## src/sv/kmau_pkg.sv

```systemverilog
// ----------------------------------------------------------------------------
// kmau_pkg
// Shared types and constants for the 2-D k-means assign and update block.
// ----------------------------------------------------------------------------
package kmau_pkg;

    localparam int DEF_MAX_CLUSTERS = 16;
    localparam int DEF_MAX_POINTS   = 65536;
    localparam int DEF_COORD_WIDTH  = 16;

    localparam logic [1:0] MODE_LOAD   = 2'd0;
    localparam logic [1:0] MODE_ASSIGN = 2'd1;
    localparam logic [1:0] MODE_UPDATE = 2'd2;
    localparam logic [1:0] MODE_UNUSED = 2'd3;

    localparam logic [0:0] REG_CLUSTER_COUNT = 1'b0;

    typedef enum logic [2:0] {
        ST_IDLE,
        ST_DIST,
        ST_ASSIGN_OUT,
        ST_UPD_DIV,
        ST_UPD_WAIT,
        ST_UPD_OUT,
        ST_CLEAR
    } t_state;

    // One queued command from the front end.
    typedef struct packed {
        logic [1:0]  mode;
        logic [15:0] x;
        logic [15:0] y;
        logic [4:0]  prior;
        logic [3:0]  idx;
    } t_cmd;

endpackage

```

## src/sv/kmau_front.sv

```systemverilog
// ----------------------------------------------------------------------------
// kmau_front
// Accepts items and queues load, assign and update commands, in order, for
// the back end in a two-entry queue.
// ----------------------------------------------------------------------------
module kmau_front import kmau_pkg::*; (
    input  logic        i_clk,
    input  logic        i_rst_n,
    input  logic        i_start,
    input  logic [1:0]  i_mode,
    input  logic [15:0] i_coord_x,
    input  logic [15:0] i_coord_y,
    input  logic [4:0]  i_prior_cluster,
    input  logic [3:0]  i_load_index,
    input  logic        i_pop,
    output logic        o_busy,
    output logic        o_q_valid,
    output t_cmd        o_q_head
);
    t_cmd       r_q [2];
    logic       r_rd, r_wr;
    logic [1:0] r_cnt;
    logic       acc, push;

    assign o_busy     = (r_cnt == 2'd2);
    assign acc        = i_start && !o_busy;
    assign push       = acc && (i_mode != MODE_UNUSED);
    assign o_q_valid  = (r_cnt != 2'd0);
    assign o_q_head   = r_q[r_rd];

    always_ff @(posedge i_clk) begin
        if (!i_rst_n) begin
            r_rd  <= 1'b0;
            r_wr  <= 1'b0;
            r_cnt <= 2'd0;
        end else begin
            if (push) r_wr <= ~r_wr;
            if (i_pop) r_rd <= ~r_rd;
            r_cnt <= r_cnt + {1'b0, push} - {1'b0, i_pop};
        end
        if (push) r_q[r_wr] <= '{mode: i_mode, x: i_coord_x, y: i_coord_y,
                                 prior: i_prior_cluster, idx: i_load_index};
    end
endmodule

```

## src/sv/kmau_back.sv

```systemverilog
// ----------------------------------------------------------------------------
// kmau_back
// Executes queued commands: centroid loads, one distance per cycle for
// assignment, and one shared bit-serial signed divider for the update pass.
// ----------------------------------------------------------------------------
module kmau_back import kmau_pkg::*; #(
    parameter int MAX_CLUSTERS = DEF_MAX_CLUSTERS,
    parameter int MAX_POINTS   = DEF_MAX_POINTS
) (
    input  logic        i_clk,
    input  logic        i_rst_n,
    input  logic [4:0]  i_cluster_count,
    input  logic        i_q_valid,
    input  t_cmd        i_q_head,
    output logic        o_pop,
    output logic        o_idle,
    output logic        o_valid,
    output logic        o_kind,
    output logic [3:0]  o_assigned_cluster,
    output logic        o_moved,
    output logic [3:0]  o_centroid_slot,
    output logic [15:0] o_mean_x,
    output logic [15:0] o_mean_y,
    output logic [16:0] o_moves_in_pass,
    output logic        o_last
);
    localparam int NC  = (MAX_CLUSTERS < 16) ? MAX_CLUSTERS : 16;
    localparam int PTW = $clog2(MAX_POINTS + 1);

    logic signed [15:0] r_cx [16];
    logic signed [15:0] r_cy [16];
    logic signed [31:0] r_sx [16];
    logic signed [31:0] r_sy [16];
    logic [PTW-1:0]     r_cnt [16];
    logic [PTW-1:0]     r_mv;

    t_state r_st, n_st;
    logic [3:0]  r_k, n_k, r_best, n_best;
    logic [32:0] r_bd, n_bd;
    logic [5:0]  r_bit, n_bit;
    logic [31:0] r_qx, r_qy, n_qx, n_qy;
    logic [PTW:0] r_rx, r_ry, n_rx, n_ry;

    logic [4:0] nuse;
    logic [3:0] klast;
    always_comb begin
        nuse = (i_cluster_count == 5'd0) ? 5'd1 : i_cluster_count;
        if (nuse > 5'(NC)) nuse = 5'(NC);
        klast = 4'(nuse - 5'd1);
    end

    // A load at the queue head is carried out while the back end is idle and is popped in the same cycle.
    logic load_we;
    assign load_we = (r_st == ST_IDLE) && i_q_valid && (i_q_head.mode == MODE_LOAD);

    // Distance to centroid r_k.
    logic signed [16:0] dx, dy;
    logic [16:0] ax, ay;
    logic [32:0] sq_dist;
    always_comb begin
        dx   = $signed({i_q_head.x[15], i_q_head.x}) - $signed({r_cx[r_k][15], r_cx[r_k]});
        dy   = $signed({i_q_head.y[15], i_q_head.y}) - $signed({r_cy[r_k][15], r_cy[r_k]});
        ax   = dx[16] ? 17'(-dx) : 17'(dx);
        ay   = dy[16] ? 17'(-dy) : 17'(dy);
        sq_dist = 33'(34'(ax * ax) + 34'(ay * ay));
    end

    // Restoring division on magnitudes, one quotient bit per cycle.
    logic [31:0] mx, my;
    logic [PTW:0] tx, ty;
    logic         empty;
    assign mx    = r_sx[r_k][31] ? 32'(-r_sx[r_k]) : r_sx[r_k];
    assign my    = r_sy[r_k][31] ? 32'(-r_sy[r_k]) : r_sy[r_k];
    assign tx    = {r_rx[PTW-1:0], mx[5'(r_bit)]};
    assign ty    = {r_ry[PTW-1:0], my[5'(r_bit)]};
    assign empty = (r_cnt[r_k] == '0);

    logic [31:0] qxs, qys;
    assign qxs = r_sx[r_k][31] ? 32'(-r_qx) : r_qx;
    assign qys = r_sy[r_k][31] ? 32'(-r_qy) : r_qy;

    logic moved;
    assign moved = ($signed(i_q_head.prior) != $signed({1'b0, r_best}));

    always_comb begin
        n_st = r_st; n_k = r_k; n_best = r_best; n_bd = r_bd;
        n_bit = r_bit; n_qx = r_qx; n_qy = r_qy; n_rx = r_rx; n_ry = r_ry;
        o_pop = 1'b0;
        unique case (r_st)
            ST_IDLE: begin
                n_k = 4'd0;
                if (i_q_valid) begin
                    if (i_q_head.mode == MODE_LOAD) o_pop = 1'b1;
                    else if (i_q_head.mode == MODE_ASSIGN) n_st = ST_DIST;
                    else begin
                        n_st = ST_UPD_DIV; n_bit = 6'd31;
                        n_qx = '0; n_qy = '0; n_rx = '0; n_ry = '0;
                    end
                end
            end
            ST_DIST: begin
                if (r_k == 4'd0 || sq_dist < r_bd) begin
                    n_best = r_k; n_bd = sq_dist;
                end
                if (r_k == klast) n_st = ST_ASSIGN_OUT;
                else n_k = r_k + 4'd1;
            end
            ST_ASSIGN_OUT: begin
                o_pop = 1'b1; n_st = ST_IDLE;
            end
            ST_UPD_DIV: begin
                if (tx >= {1'b0, r_cnt[r_k]}) begin
                    n_rx = tx - {1'b0, r_cnt[r_k]}; n_qx = {r_qx[30:0], 1'b1};
                end else begin
                    n_rx = tx; n_qx = {r_qx[30:0], 1'b0};
                end
                if (ty >= {1'b0, r_cnt[r_k]}) begin
                    n_ry = ty - {1'b0, r_cnt[r_k]}; n_qy = {r_qy[30:0], 1'b1};
                end else begin
                    n_ry = ty; n_qy = {r_qy[30:0], 1'b0};
                end
                if (empty || r_bit == 6'd0) n_st = ST_UPD_WAIT;
                else n_bit = r_bit - 6'd1;
            end
            ST_UPD_WAIT: n_st = ST_UPD_OUT;
            ST_UPD_OUT: begin
                n_bit = 6'd31; n_qx = '0; n_qy = '0; n_rx = '0; n_ry = '0;
                if (r_k == klast) n_st = ST_CLEAR;
                else begin
                    n_k = r_k + 4'd1; n_st = ST_UPD_DIV;
                end
            end
            ST_CLEAR: begin
                o_pop = 1'b1; n_st = ST_IDLE;
            end
            default: n_st = ST_IDLE;
        endcase
    end

    assign o_idle = (r_st == ST_IDLE) && !i_q_valid;

    always_ff @(posedge i_clk) begin
        if (!i_rst_n) begin
            r_st <= ST_IDLE;
            r_mv <= '0;
            o_valid <= 1'b0;
            for (int i = 0; i < 16; i++) begin
                r_cx[i] <= '0; r_cy[i] <= '0;
                r_sx[i] <= '0; r_sy[i] <= '0; r_cnt[i] <= '0;
            end
        end else begin
            r_st <= n_st;
            o_valid <= 1'b0;
            if (load_we && 32'(i_q_head.idx) < MAX_CLUSTERS) begin
                r_cx[i_q_head.idx] <= i_q_head.x;
                r_cy[i_q_head.idx] <= i_q_head.y;
            end
            if (r_st == ST_ASSIGN_OUT) begin
                o_valid <= 1'b1;
                if (moved && 32'(r_mv) < MAX_POINTS) r_mv <= r_mv + PTW'(1);
                if (32'(r_cnt[r_best]) < MAX_POINTS) begin
                    r_sx[r_best]  <= r_sx[r_best] + 32'($signed(i_q_head.x));
                    r_sy[r_best]  <= r_sy[r_best] + 32'($signed(i_q_head.y));
                    r_cnt[r_best] <= r_cnt[r_best] + PTW'(1);
                end
            end
            if (r_st == ST_UPD_WAIT && !empty) begin
                r_cx[r_k] <= qxs[15:0];
                r_cy[r_k] <= qys[15:0];
            end
            if (r_st == ST_UPD_OUT) o_valid <= 1'b1;
            if (r_st == ST_CLEAR) begin
                r_mv <= '0;
                for (int i = 0; i < 16; i++) begin
                    r_sx[i] <= '0; r_sy[i] <= '0; r_cnt[i] <= '0;
                end
            end
        end
        r_k <= n_k; r_best <= n_best; r_bd <= n_bd; r_bit <= n_bit;
        r_qx <= n_qx; r_qy <= n_qy; r_rx <= n_rx; r_ry <= n_ry;
        o_kind             <= (r_st == ST_UPD_OUT);
        o_assigned_cluster <= (r_st == ST_ASSIGN_OUT) ? r_best : 4'd0;
        o_moved            <= (r_st == ST_ASSIGN_OUT) && moved;
        o_centroid_slot    <= (r_st == ST_UPD_OUT) ? r_k : 4'd0;
        o_mean_x           <= (r_st == ST_UPD_OUT) ? r_cx[r_k] : 16'd0;
        o_mean_y           <= (r_st == ST_UPD_OUT) ? r_cy[r_k] : 16'd0;
        o_moves_in_pass    <= (r_st == ST_UPD_OUT) ? 17'(r_mv) : 17'd0;
        o_last             <= (r_st == ST_UPD_OUT) && (r_k == klast);
    end
endmodule

```

## src/sv/kmeans_assign_and_update_2d_core.sv

```systemverilog
// ----------------------------------------------------------------------------
// kmeans_assign_and_update_2d_core
// One Lloyd k-means pass on 2-D signed fixed-point points.
// ----------------------------------------------------------------------------
// Usage: drive an item with i_start while o_busy is low. Load, assign and
// update items enter a two-entry command queue and are carried out in order;
// mode 3 is dropped at the input. A load writes a centroid and gives no word.
// An assign gives one word (o_kind 0) with the nearest cluster and a moved
// flag; an update gives one word per cluster in use (o_kind 1) with the new
// mean, the final one marked o_last. Each word is on the result ports for one
// cycle, marked by o_valid.
// An assign word appears once the single distance unit has visited each of
// the clusters in use, one centroid per cycle; the back end is then free
// again. An update runs the bit-serial divider, one quotient bit a cycle, on
// each cluster in turn and gives that cluster's word after its division; an
// empty cluster stops the division at once and keeps its centroid. A load is
// carried out in the idle state. o_busy rises only when the queue is full.
// The receiver cannot stall.
// Reset (synchronous, active low) clears centroids, sums, counts and the
// move counter and sets cluster_count to one. cluster_count lives at APB
// address 0 and must be written only while the block is idle.
// ----------------------------------------------------------------------------
module kmeans_assign_and_update_2d_core import kmau_pkg::*; #(
    parameter int MAX_CLUSTERS = DEF_MAX_CLUSTERS,
    parameter int MAX_POINTS   = DEF_MAX_POINTS
) (
    input  logic        i_clk,
    input  logic        i_rst_n,
    input  logic        psel,
    input  logic        penable,
    input  logic        pwrite,
    input  logic [0:0]  paddr,
    input  logic [31:0] pwdata,
    output logic [31:0] prdata,
    output logic        pready,
    input  logic        i_start,
    output logic        o_busy,
    input  logic [1:0]  i_mode,
    input  logic [15:0] i_coord_x,
    input  logic [15:0] i_coord_y,
    input  logic [4:0]  i_prior_cluster,
    input  logic [3:0]  i_load_index,
    output logic        o_valid,
    output logic        o_kind,
    output logic [3:0]  o_assigned_cluster,
    output logic        o_moved,
    output logic [3:0]  o_centroid_slot,
    output logic [15:0] o_mean_x,
    output logic [15:0] o_mean_y,
    output logic [16:0] o_moves_in_pass,
    output logic        o_last
);
    logic [4:0] r_cluster_count;
    logic       q_valid, pop, idle;
    t_cmd       q_head;

    assign pready = 1'b1;
    assign prdata = (paddr == REG_CLUSTER_COUNT) ? {27'd0, r_cluster_count} : 32'd0;

    always_ff @(posedge i_clk) begin
        if (!i_rst_n) r_cluster_count <= 5'd1;
        else if (psel && penable && pwrite && paddr == REG_CLUSTER_COUNT)
            r_cluster_count <= pwdata[4:0];
    end

    kmau_front u_front (
        .i_clk, .i_rst_n, .i_start, .i_mode, .i_coord_x, .i_coord_y,
        .i_prior_cluster, .i_load_index, .i_pop(pop), .o_busy,
        .o_q_valid(q_valid), .o_q_head(q_head)
    );

    kmau_back #(.MAX_CLUSTERS(MAX_CLUSTERS), .MAX_POINTS(MAX_POINTS)) u_back (
        .i_clk, .i_rst_n, .i_cluster_count(r_cluster_count),
        .i_q_valid(q_valid), .i_q_head(q_head),
        .o_pop(pop), .o_idle(idle), .o_valid, .o_kind, .o_assigned_cluster,
        .o_moved, .o_centroid_slot, .o_mean_x, .o_mean_y, .o_moves_in_pass,
        .o_last
    );

    a_last_is_update: assert property (@(posedge i_clk) disable iff (!i_rst_n)
        o_valid && o_last |-> o_kind) else $error("last set on assign word");
    a_no_word_idle: assert property (@(posedge i_clk) disable iff (!i_rst_n)
        $past(idle) && idle |-> !o_valid) else $error("word while idle");
    a_assign_fields: assert property (@(posedge i_clk) disable iff (!i_rst_n)
        o_valid && !o_kind |-> o_moves_in_pass == 17'd0) else $error("assign word dirty");
endmodule

```

## config.mk

```make
export PLATFORM = sky130hd
export DESIGN_NAME = kmeans_assign_and_update_2d_core
export DESIGN_NICKNAME = d
export VERILOG_FILES = /design/src/sv/kmau_pkg.sv /design/src/sv/kmau_front.sv /design/src/sv/kmau_back.sv /design/src/sv/kmeans_assign_and_update_2d_core.sv
export SDC_FILE = /design/constraint.sdc
export NUM_CORES = 2
export LEC_CHECK = 0
export BUFFER_PORTS_ARGS = -buffer_cell sky130_fd_sc_hd__buf_2
export CAP_MARGIN = 5
export CELL_PAD_IN_SITES_DETAIL_PLACEMENT = 2
export CELL_PAD_IN_SITES_GLOBAL_PLACEMENT = 2
export CORE_UTILIZATION = 23
export DETAILED_ROUTE_END_ITERATION = 12
export GPL_TIMING_DRIVEN = 0
export HOLD_SLACK_MARGIN = 0.1
export PLACE_DENSITY = 0.44
export SLEW_MARGIN = 25
export SYNTH_ARGS = -nofsm -noshare
export SYNTH_HDL_FRONTEND = slang
export SYNTH_HIERARCHICAL = 1
export SYNTH_SLANG_ARGS = --single-unit
```

## constraint.sdc

```tcl
create_clock -name i_clk -period 20.6 [get_ports i_clk]
set_input_delay 4.12 -clock i_clk [delete_from_list [all_inputs] [get_ports i_clk]]
set_output_delay 4.12 -clock i_clk [all_outputs]
set_load 0.02 [all_outputs]
```

==> summary by stage <==
Timing
Measured against its own limit, the worst slew margin works out to 0.219. The final number of hold-violating endpoints came to 0. The worst-case clock skew is 0.0343 ns. The slew at the pin closest to its max-slew limit is 1.17 ns. Derived from the worst setup path, the maximum achievable clock frequency is between 0.05 and 0.06 GHz. The shortest period the worst path allows is 19.61 ns. The final max-slew violation count came to 0. Across all hold checks on the routed design, the worst slack comes to roughly 0.49 ns. The number of failing setup endpoints in the final timing report is 0.

In the finished design, the share of the clock period the worst path needs comes to 0.952. Setup repair after global routing left no endpoint under its margin.

Global routing
The number of global-route vias before repair is 94.7k. Entering global routing, the biggest net connects 33 pins. The overall overflow remaining after global route is 0.

The global-route total usage across every layer is 0.223. The first global-routing pass estimated between 800000 and 900000 um of wire. The number of antenna violations at the first check in global routing is 47.

Logic synthesis
Yosys printed 6 warnings. The cell count after synthesis came out at 9519. A synthesized cell averages between 10 and 15 um^2. In this run the cell area of the synthesized design comes to 124000 um^2.

Clock network
The buffer count from post-CTS setup fixing is 0. The maximum clock path buffer count is 4. The number of buffers created by CTS is 272. The clock latency on the worst-skew pair is 0.94 ns. In this run the number of H-tree levels came out at 5. The CTS tree is yes. The clock net in this run drives a total of 2106 sinks. The clock edge transition at the registers on the reported setup and hold paths is 0.06 ns. The root buffer cell chosen for the clock tree is clkbuf_16.

Drt
The count of nets left with antenna violations once routing finished came out at 0. The highest routing layer actually used is met5. The final layout contains routed wiring with a total length of 612000 um. The count of TritonRoute iterations in the first routing pass is 9. The total length of routed met3 wires is 28300 um. After detailed routing, the number of remaining DRC violations is 68. The first-iteration detailed-routing DRC count is ~7.3k. The detailed-route vias per instance is 4.94. Summed over all nets, wire length on met2 after detailed routing comes to 295000 um. The average routed wire per standard cell is 35.0 um.

The detailed router put a total of 262000 um of wire on met1. The total number of vias is 86.4k.

Layout
The area growth from synthesis to layout is 18.2%. Once layout is complete, the utilization of the core stands at 0.273. After filler insertion, the fill cell instance count of the layout stands at 57.0k.

The post-layout net count is 11.0k. The fraction of layout instances using a drive strength above 1 is 0.205.

Floorplanning
The die height is around 740 um. The number of I/O pins is 177. The initial utilization of the core area, before any placement, comes to 0.231. The floorplan step defined a die boundary enclosing 541000 um^2. The placeable core region is 536000 um^2. The horizontal die dimension is ~740 um.

The count of standard-cell rows is 269.

Worst setup path
On the worst path, the slowest cell contributes a delay of around 0.67 ns. The data arrival at the endpoint of the critical path is roughly 20 ns. The type of the worst setup path is register to register.

Among all stages on the critical path, the largest delay is contributed by mux4_2. STA puts the critical path data required time at 21.21 ns. The worst reg-to-reg path cell count is 59.

STA classifies the critical path startpoint as a register. Of all nets on the critical path, the largest fanout is 22. The cell type with the highest occurrence count on the critical path is fa_1.

STA classifies the critical path endpoint as a register.

Flow run
Max-cap violations in this run came to 0.

Min path
The number of cells traversed by the worst hold path is 0. The tightest min-delay check is of the register to register type.

Status
The checks that failed: design-rule violations. The run finished, with violations left.

Placement
The count of buffers added on input and output ports is 121. The placed wire-length estimate after detailed placement is ~450000 um. The routability congestion estimate is 0.817.
cell usage in the layout, fill, tap and decap left out, types with 36 or more instances in the layout:
cell,n
a21o_1,64
a21oi_1,207
a22oi_1,50
and2_1,80
buf_12,46
buf_16,78
buf_2,217
buf_4,51
clkbuf_1,349
clkbuf_16,280
clkbuf_2,183
clkinv_1,66
clkinv_2,37
conb_1,52
dfxtp_1,99
edfxtp_1,2007
fa_1,448
ha_1,357
inv_1,775
mux2_4,42
mux2i_1,56
mux4_2,906
nand2_1,360
nand2b_1,36
nand3_1,74
nor2_1,2184
nor2b_1,45
nor3_1,101
o21ai_0,93
xnor2_1,145
xor2_1,104
repair_timing:
action / in CTS / in global routing
hold buffers: 0 / 0
hold endpoints to repair: 0 / 0
endpoints found under the setup margin: 43 / 41
gates resized for setup: 22 / 24
cell type report:
type | instances | area (um^2) | area share
Clock inverter | 130 | 1020 | 0.00699
Clock buffer | 352 | 7390 | 0.0505
Tap cell | 7181 | 8980 | 0.0614
Sequential cell | 2106 | 62200 | 0.426
Buffer | 658 | 3210 | 0.0219
Multi-Input combinational cell | 6007 | 56500 | 0.386
Timing Repair Buffer | 269 | 3880 | 0.0266
Antenna cell | 13 | 32.5 | 0.000222
Inverter | 791 | 2980 | 0.0204
metal layers:
layer / vias to the layer above / GRT usage
met5: - / 0
li1: 35500 / -
met1: 47700 / 0.292
met4: 2 / 0.0819
met2: 2494 / 0.377
met3: 804 / 0.0265
per-stage QoR:
step / std cells / setup TNS [ns] / cell area [um^2] / worst slack (ns)
3_3_place_gp: 16900 / -309.40 / 134000 / -6.90
6_report: 17500 / 0 / 146000 / 0.994
4_1_cts: 17500 / 0 / 146000 / 0.0377
5_1_grt: 17500 / 0 / 146000 / 0.0732
3_5_place_dp: 17000 / -121.92 / 138000 / -3.12
2_1_floorplan: 9567 / 0 / 124000 / 4.90
critical path: cells and delay by family, from the launching register on:
family                   cells  cell delay (ns)
AO/OA/AOI/OAI               19             4.65
XOR/XNOR                     2             0.84
adder cells (fa/ha/maj)     11             4.96
buffers and inverters       17             5.83
flip-flops                   1             0.30
multiplexers                 2             1.09
AND/OR/NAND/NOR              8             1.34
state kept, by name, summed over array words and instances, names as in the netlist, 6 cells and up, named ones only:
signal,flops
u_back/o_mean_x,16
u_back/o_mean_y,16
u_back/o_moves_in_pass,17
u_back/r_bd,33
u_back/r_bit,6
u_back/r_cnt,272
u_back/r_cx,256
u_back/r_cy,256
u_back/r_mv,17
u_back/r_qx,16
u_back/r_qy,16
u_back/r_rx,17
u_back/r_ry,17
u_back/r_sx,512
u_back/r_sy,512
u_front/r_q,86
path summary, 6_finish.rpt:
kind                 startpoint               end  slack [ns]
hold / removal    u_back/r_k[2]  u_back/r_best[2]        0.49
setup reg to reg       register  u_back/r_best[2]        0.99
setup / recovery       register  u_back/r_best[2]        0.99
hold reg to reg   u_back/r_k[2]  u_back/r_best[2]        0.49
Power is not shown: default switching activity piles up to over one toggle a cycle in this logic, so the estimate is an artifact.
